## src/design/bkasc_pkg.sv

```systemverilog
package bkasc_pkg;

  localparam int BKASC_FIFO_DEPTH = 64;
  localparam int NUM_KEYS = 6;
  localparam int MAP_LEN = 57;

  localparam logic [7:0] MOD_CTRL_MASK = 8'h11;
  localparam logic [7:0] MOD_SHIFT_MASK = 8'h22;
  localparam logic [7:0] CHAR_LOWER_A = 8'h61;
  localparam logic [7:0] CHAR_LOWER_Z = 8'h7A;
  localparam logic [7:0] CTRL_OFFSET = 8'h60;

  localparam logic CMD_REPORT = 1'b0;
  localparam logic CMD_READ = 1'b1;

  localparam logic [7:0] PLAIN_MAP [0:MAP_LEN-1] = '{
    8'h00, 8'h00, 8'h00, 8'h00, 8'h61, 8'h62, 8'h63, 8'h64,
    8'h65, 8'h66, 8'h67, 8'h68, 8'h69, 8'h6A, 8'h6B, 8'h6C,
    8'h6D, 8'h6E, 8'h6F, 8'h70, 8'h71, 8'h72, 8'h73, 8'h74,
    8'h75, 8'h76, 8'h77, 8'h78, 8'h79, 8'h7A, 8'h31, 8'h32,
    8'h33, 8'h34, 8'h35, 8'h36, 8'h37, 8'h38, 8'h39, 8'h30,
    8'h0A, 8'h00, 8'h08, 8'h09, 8'h20, 8'h2D, 8'h3D, 8'h5B,
    8'h5D, 8'h5C, 8'h00, 8'h3B, 8'h27, 8'h60, 8'h2C, 8'h2E,
    8'h2F
  };

  localparam logic [7:0] SHIFT_MAP [0:MAP_LEN-1] = '{
    8'h00, 8'h00, 8'h00, 8'h00, 8'h41, 8'h42, 8'h43, 8'h44,
    8'h45, 8'h46, 8'h47, 8'h48, 8'h49, 8'h4A, 8'h4B, 8'h4C,
    8'h4D, 8'h4E, 8'h4F, 8'h50, 8'h51, 8'h52, 8'h53, 8'h54,
    8'h55, 8'h56, 8'h57, 8'h58, 8'h59, 8'h5A, 8'h21, 8'h40,
    8'h23, 8'h24, 8'h25, 8'h5E, 8'h26, 8'h2A, 8'h28, 8'h29,
    8'h0A, 8'h00, 8'h08, 8'h09, 8'h20, 8'h5F, 8'h2B, 8'h7B,
    8'h7D, 8'h7C, 8'h00, 8'h3A, 8'h22, 8'h7E, 8'h3C, 8'h3E,
    8'h3F
  };

  typedef enum logic [1:0] {
    S_IDLE,
    S_PUSH,
    S_DONE
  } state_t;

  typedef struct packed {
    logic       push;
    logic       pop;
    logic [7:0] wdata;
  } fifo_ctrl_t;

  typedef struct packed {
    logic full;
    logic empty;
  } fifo_stat_t;

endpackage

```

## src/design/boot_keyboard_report_to_ascii_fifo.sv

```systemverilog
// Report command: six lanes translate the keys at the input transfer, then one FIFO write
// slot per key follows, and then the result is registered to the output.
// Read command: the character memory is read at the input transfer, then the result is registered.
// One item at a time: a new command waits until the result is loaded to the output.
// Synchronous active-high reset empties the FIFO and clears all control state.
module boot_keyboard_report_to_ascii_fifo
  import bkasc_pkg::*;
#(
  parameter int FIFO_DEPTH = BKASC_FIFO_DEPTH
) (
  input  logic        clk,
  input  logic        rst,
  input  logic        s_tvalid,
  output logic        s_tready,
  // modifiers[7:0], report_len[11:8], key_0..key_5 [59:12], zero fill [63:60]
  input  logic [63:0] s_tdata,
  // command[0]
  input  logic        s_tuser,
  output logic        m_tvalid,
  input  logic        m_tready,
  // char_valid[0], char_out[8:1], fifo_nonempty[9], stored_count[12:10],
  // dropped_count[15:13]
  output logic [15:0] m_tdata
);

  state_t state;
  state_t state_next;

  fifo_ctrl_t fifo_ctrl;
  fifo_stat_t fifo_stat;
  logic [7:0] rd_data;

  logic [7:0] lane_ch [0:NUM_KEYS-1];
  logic [7:0] lane_char [0:NUM_KEYS-1];
  logic [2:0] slot;
  logic [2:0] stored_count;
  logic [2:0] dropped_count;
  logic       char_valid;
  logic       in_xfer;
  logic       out_load;
  logic [7:0] cur_char;

  assign in_xfer = s_tvalid && s_tready;
  assign cur_char = lane_char[slot];

  for (genvar k = 0; k < NUM_KEYS; k++) begin : g_lane
    bkasc_lane u_lane (
      .code      (s_tdata[12 + 8 * k +: 8]),
      .modifiers (s_tdata[7:0]),
      .slot_en   (s_tdata[11:8] > 4'(k + 2)),
      .ch        (lane_ch[k])
    );
  end

  bkasc_fifo #(
    .FIFO_DEPTH (FIFO_DEPTH)
  ) u_fifo (
    .clk     (clk),
    .rst     (rst),
    .ctrl    (fifo_ctrl),
    .stat    (fifo_stat),
    .rd_data (rd_data)
  );

  always_comb begin
    state_next = state;
    unique case (state)
      S_IDLE: begin
        if (in_xfer) begin
          state_next = (s_tuser == CMD_READ) ? S_DONE : S_PUSH;
        end
      end
      S_PUSH: begin
        if (slot == 3'(NUM_KEYS - 1)) begin
          state_next = S_DONE;
        end
      end
      S_DONE: begin
        if (!m_tvalid || m_tready) begin
          state_next = S_IDLE;
        end
      end
      default: state_next = S_IDLE;
    endcase
  end

  always_comb begin
    s_tready = 1'b0;
    out_load = 1'b0;
    fifo_ctrl = '{push: 1'b0, pop: 1'b0, wdata: cur_char};
    unique case (state)
      S_IDLE: begin
        s_tready = 1'b1;
        fifo_ctrl.pop = s_tvalid && (s_tuser == CMD_READ);
      end
      S_PUSH: begin
        fifo_ctrl.push = (cur_char != 8'h00);
      end
      S_DONE: begin
        out_load = !m_tvalid || m_tready;
      end
      default: ;
    endcase
  end

  always_ff @(posedge clk) begin
    if (rst) begin
      state <= S_IDLE;
      m_tvalid <= 1'b0;
      slot <= '0;
      stored_count <= '0;
      dropped_count <= '0;
      char_valid <= 1'b0;
    end else begin
      state <= state_next;
      if (in_xfer) begin
        slot <= '0;
        stored_count <= '0;
        dropped_count <= '0;
        char_valid <= (s_tuser == CMD_READ) && !fifo_stat.empty;
      end else if (state == S_PUSH) begin
        slot <= slot + 3'd1;
        if (cur_char != 8'h00) begin
          if (fifo_stat.full) begin
            dropped_count <= dropped_count + 3'd1;
          end else begin
            stored_count <= stored_count + 3'd1;
          end
        end
      end
      if (out_load) begin
        m_tvalid <= 1'b1;
      end else if (m_tready) begin
        m_tvalid <= 1'b0;
      end
    end
  end

  always_ff @(posedge clk) begin
    if (in_xfer && s_tuser == CMD_REPORT) begin
      for (int k = 0; k < NUM_KEYS; k++) begin
        lane_char[k] <= lane_ch[k];
      end
    end
    if (out_load) begin
      m_tdata <= {dropped_count, stored_count, !fifo_stat.empty,
                  char_valid ? rd_data : 8'h00, char_valid};
    end
  end

endmodule

```

## src/design/bkasc_lane.sv

```systemverilog
module bkasc_lane
  import bkasc_pkg::*;
(
  input  logic [7:0] code,
  input  logic [7:0] modifiers,
  input  logic       slot_en,
  output logic [7:0] ch
);

  logic [7:0] mapped;

  always_comb begin
    mapped = 8'h00;
    if (slot_en && code < 8'(MAP_LEN)) begin
      if ((modifiers & MOD_SHIFT_MASK) != 8'h00) begin
        mapped = SHIFT_MAP[code[5:0]];
      end else begin
        mapped = PLAIN_MAP[code[5:0]];
      end
    end
    ch = mapped;
    if ((modifiers & MOD_CTRL_MASK) != 8'h00 && mapped >= CHAR_LOWER_A &&
        mapped <= CHAR_LOWER_Z) begin
      ch = mapped - CTRL_OFFSET;
    end
  end

endmodule

```

## src/design/bkasc_fifo.sv

```systemverilog
module bkasc_fifo
  import bkasc_pkg::*;
#(
  parameter int FIFO_DEPTH = BKASC_FIFO_DEPTH
) (
  input  logic       clk,
  input  logic       rst,
  input  fifo_ctrl_t ctrl,
  output fifo_stat_t stat,
  output logic [7:0] rd_data
);

  localparam int PTR_W = (FIFO_DEPTH > 1) ? $clog2(FIFO_DEPTH) : 1;
  localparam logic [PTR_W-1:0] LAST_IDX = PTR_W'(FIFO_DEPTH - 1);

  logic [7:0] mem [0:FIFO_DEPTH-1];
  logic [PTR_W-1:0] write_pointer;
  logic [PTR_W-1:0] read_pointer;
  logic [PTR_W-1:0] write_pointer_next;
  logic [PTR_W-1:0] read_pointer_next;

  assign write_pointer_next = (write_pointer == LAST_IDX) ? '0 : write_pointer + 1'b1;
  assign read_pointer_next = (read_pointer == LAST_IDX) ? '0 : read_pointer + 1'b1;

  assign stat.empty = (write_pointer == read_pointer);
  assign stat.full = (write_pointer_next == read_pointer);

  always_ff @(posedge clk) begin
    if (rst) begin
      write_pointer <= '0;
      read_pointer <= '0;
    end else begin
      if (ctrl.push && !stat.full) begin
        write_pointer <= write_pointer_next;
      end
      if (ctrl.pop && !stat.empty) begin
        read_pointer <= read_pointer_next;
      end
    end
  end

  always_ff @(posedge clk) begin
    if (ctrl.push && !stat.full) begin
      mem[write_pointer] <= ctrl.wdata;
    end
    if (ctrl.pop && !stat.empty) begin
      rd_data <= mem[read_pointer];
    end
  end

endmodule

```

## config.mk

```make
export PLATFORM = sky130hd
export DESIGN_NAME = boot_keyboard_report_to_ascii_fifo
export DESIGN_NICKNAME = d
export VERILOG_FILES = /design/src/design/bkasc_pkg.sv /design/src/design/boot_keyboard_report_to_ascii_fifo.sv /design/src/design/bkasc_lane.sv /design/src/design/bkasc_fifo.sv
export SDC_FILE = /design/constraint.sdc
export NUM_CORES = 1
export LEC_CHECK = 0
export BUFFER_PORTS_ARGS = -buffer_cell sky130_fd_sc_hd__buf_4
export CAP_MARGIN = 10
export CORE_MARGIN = 2
export CORE_UTILIZATION = 30
export CTS_CLUSTER_DIAMETER = 80
export DETAILED_ROUTE_END_ITERATION = 8
export GPL_ROUTABILITY_DRIVEN = 0
export PLACE_DENSITY_LB_ADDON = 0.08
export SLEW_MARGIN = 20
export SYNTH_ARGS = -nofsm -noshare
export SYNTH_HDL_FRONTEND = slang
export SYNTH_SLANG_ARGS = --single-unit
```

## constraint.sdc

```tcl
create_clock -name clk -period 4.2 [get_ports clk]
set_input_delay 0.63 -clock clk [delete_from_list [all_inputs] [get_ports clk]]
set_output_delay 0.63 -clock clk [all_outputs]
set_load 0.05 [all_outputs]
```

==> flow_summary_export.csv <==
group,metric,value,unit
final_layout,layout.cells.most_common,"sky130_fd_sc_hd__edfxtp_1",
timing,setup_viol,0,
clock_network,cts_root_buffer,"sky130_fd_sc_hd__clkbuf_16",
timing,max-slew-margin-rel,42.2,%
flow_run,timing.max_cap.violations,0,
final_layout,layout.core_utilization,34.6,%
floorplan,floorplan.core_area,98000,µm²
final_layout,final-instance-count-excl-fill,3418,
final_layout,drive_gt1_share,23.5,%
setup_path,critical-path-slowest-cell,"sky130_fd_sc_hd__dfxtp_1",
drt,wire_per_inst,23.4,µm
floorplan,fp.dieW,318,µm
timing,period_needed,3.70,ns
run_status,run_status,"finished, final reports clean",
setup_path,critical-path-max-stage-delay,0.63,ns
synthesis,synth-async-reset-ratio,0,%
floorplan,boundaryPins,87,
setup_path,minimum_setup_slack_among_reg_to_reg_paths,0.50,ns
placement,port-buffer-count,78,
clock_network,cts_setup_buffers,0,
global_route,initial_antenna_violation_count,0,
placement,placedCellCount,3308,
setup_path,cp_cell_sequence,"mux2_2 -> or4b_1 -> a31o_1 -> o31a_1 -> a21bo_4 -> buf_4 -> or4_1 -> nor2_1 -> buf_4",
timing,crit_share_post_route,88.1,%
floorplan,effective_utilization_at_floorplan,30.2,%
global_route,grt_pass1_vias,18000,
final_layout,sequential_cell_area,18100,µm²
drt,highest-signal-layer,"met4",
final_layout,finalNetCount,2213,
drt,drt_pre_antenna_iters,5,
timing,worst_hold_slack,0.374,ns
timing,rsz0062_at_grt,"false",
setup_path,timing.critical_path.fanout_max,13,
setup_path,critical_path_required,4.53,ns
clock_network,clock_latency,0.59,ns
synthesis,yosys_warnings,0,
final_layout,area.growth.synth_to_final,14.8,%
synthesis,ys_seq_elements,612,
synthesis,synthDistinctLibCells,97,
drt,first_iter_violations,1321,
drt,antenna_left,0,
timing,worst-slew-pin-transition,0.864,ns
setup_path,worstPathArrival,4.03,ns
drt,route.final.wire_length,80000,µm
clock_network,cts.path.max_buffers,3,
floorplan,floorplan.die.height,318,µm
timing,report.final.hold_viol_count,0,
clock_network,cts_tree,"yes",
synthesis,yosysSeqAreaShare,61.2,%
synthesis,synthFlopType,"sky130_fd_sc_hd__edfxtp_1",
global_route,largest_net_degree_at_the_start_of_global_routing,77,
setup_path,start_kind,"flip-flop",
setup_path,most_used_cell_along_the_critical_path,"sky130_fd_sc_hd__buf_4",
setup_path,worst_setup_endpoint,"u_fifo.mem[8][3]",
clock_network,clock-sinks,612,
setup_path,critPathCaptureType,"flip-flop",
timing,maximum_clock_skew_at_final_layout,0.0199,ns
timing,timing.setup.tns,0,ns
drt,met2_wirelength,38500,µm
timing,fmaxAchievable,270,MHz
synthesis,syn_area,29600,µm²
placement,dp.final_hpwl,52200,µm
clock_network,ctsHoldBuffers,0,
setup_path,timing.rr.end,"u_fifo.mem[8][3]",
synthesis,synthesis.instances,2002,
final_layout,mostFrequentLayoutCells,"sky130_fd_sc_hd__edfxtp_1 (584), sky130_fd_sc_hd__mux4_2 (177), sky130_fd_sc_hd__buf_4 (165)",
drt,viasPerCell,5.22,
floorplan,rows,115,
power_and_ir_drop,p_leak,0.0109,µW
setup_path,critical_path_class,"flip-flop to flip-flop",
drt,met3RoutedLength,3000,µm
global_route,global_route_usage_over_all_layers,15.7,%
floorplan,die_area,101000,µm²
clock_network,cts.reportedPaths.clkPinSlew,0.06,ns
final_layout,multi_input_comb_area,10700,µm²
global_route,grt-ovfl-total,0,
power_and_ir_drop,vdd_ir_drop_max,0.264,mV
global_route,first_pass_grt_wire_length,121000,µm
clock_network,ctsHtreeMaxLevel,3,
min_path,timing.hold.worst.class,"input port to flip-flop",
clock_network,numCtsBuffers,66,
clock_network,cts-resized-gates,0,
drt,drcViolationCount,0,
final_layout,nFillCells,9416,
timing,timing.final.max_slew_violations,0,
power_and_ir_drop,power_density,395,nW/µm²
setup_path,r2r_cells,9,
synthesis,synth-edff-count,584,
synthesis,synthesis.nets,2125,
synthesis,per_instance_average_area_after_synthesis,14.8,µm²
drt,dr_total_vias,17800,
drt,m1WireLength,37300,µm
-- metrics by stage --
stage	setup slack, ns	area [µm²]	power (µW)
after floorplan	0.109	29600	7690
after global placement	0.489	31900	8090
after detailed placement	0.511	31900	8110
after CTS	0.475	33900	13600
after global routing	0.316	33900	13900
final	0.500	33900	13400
-- power by group --
group / leakage (µW) / internal, µW / switching [µW]
logic: 0.00444 / 396 / 738
clock network: 0.000963 / 3130 / 2290
registers: 0.00555 / 6800 / 36.3
-- worst min-delay path by stage --
stage                                 from                      to  slack (ns)  cells after the start
after floorplan            stored_count[2]             m_tdata[12]        0.42                      0
after global placement    dropped_count[1]             m_tdata[14]        0.45                      0
after detailed placement  dropped_count[1]             m_tdata[14]        0.46                      0
after CTS                         m_tready                m_tvalid        0.33                      3
after global routing                   rst  u_fifo.read_pointer[4]        0.37                      2
final                             m_tready                m_tvalid        0.37                      3
-- per-layer routing --
| metal | vias to the layer above | global-route usage, % |
|---|---|---|
| li1 | 8163 | - |
| met1 | 9213 | 22.0 |
| met2 | 394 | 25.9 |
| met3 | 78 | 2.35 |
| met4 | 0 | 2.92 |
| met5 | - | 0 |
-- critical path: cells and delay by family, from the launching register on --
family	cells	cell delay, ns
DFF	1	0.63
and+or+nand+nor	3	1.19
muxes	1	0.41
AOI/OAI and AO/OA	3	0.76
buffers and inverters	2	0.43
-- area by class of cell --
cell class	instances	area share, %
clock buffers	81	5.16
well taps	1287	4.74
clock inverters	27	0.652
repair buffers	171	4.00
diodes	1	0.00737
flip-flops and latches	612	53.3
inverters	60	0.664
multi-input cells	1179	31.4
-- kinds of logic after synthesis --
| logic type | Yosys count | synth area share (%) |
|---|---|---|
| fa+ha+maj | 55 | 2.32 |
| flops | 612 | 61.2 |
| mux | 207 | 14.6 |
| buf+inv | 211 | 3.00 |
| xor+xnor | 24 | 0.757 |
| simple gates | 517 | 9.21 |
| compound gates | 376 | 8.98 |
-- cells in the mapped netlist, drive strengths merged, types with 9 or more instances --
library cell	instances	area [µm²]
a211oi	28	210
a21oi	76	380
a311oi	23	201
a31oi	23	144
and2	23	144
and3	17	106
buf	65	339
clkbuf	86	323
dfxtp	28	561
edfxtp	584	17500
ha	54	676
inv	58	218
mux2	14	158
mux2i	16	160
mux4	177	3990
nand2	71	267
nand2b	45	282
nand3	37	185
nor2	152	591
nor2b	26	163
nor3	43	215
o211ai	15	113
o21ai	63	315
o22ai	14	87.6
o31ai	11	82.6
or2	17	106
or3	17	106
or4	12	90.1
xnor2	9	78.8
xor2	14	123
-- sequential cells by signal (all words and copies together), names as in the netlist, named ones only --
signal,flops
state,2
u_fifo.read_pointer,6
lane_char,48
slot,3
dropped_count,3
u_fifo.rd_data,8
char_valid,1
stored_count,3
m_tdata,16
u_fifo.mem,512
u_fifo.write_pointer,6
m_tvalid,1
Power figures use the tool's default switching activity.
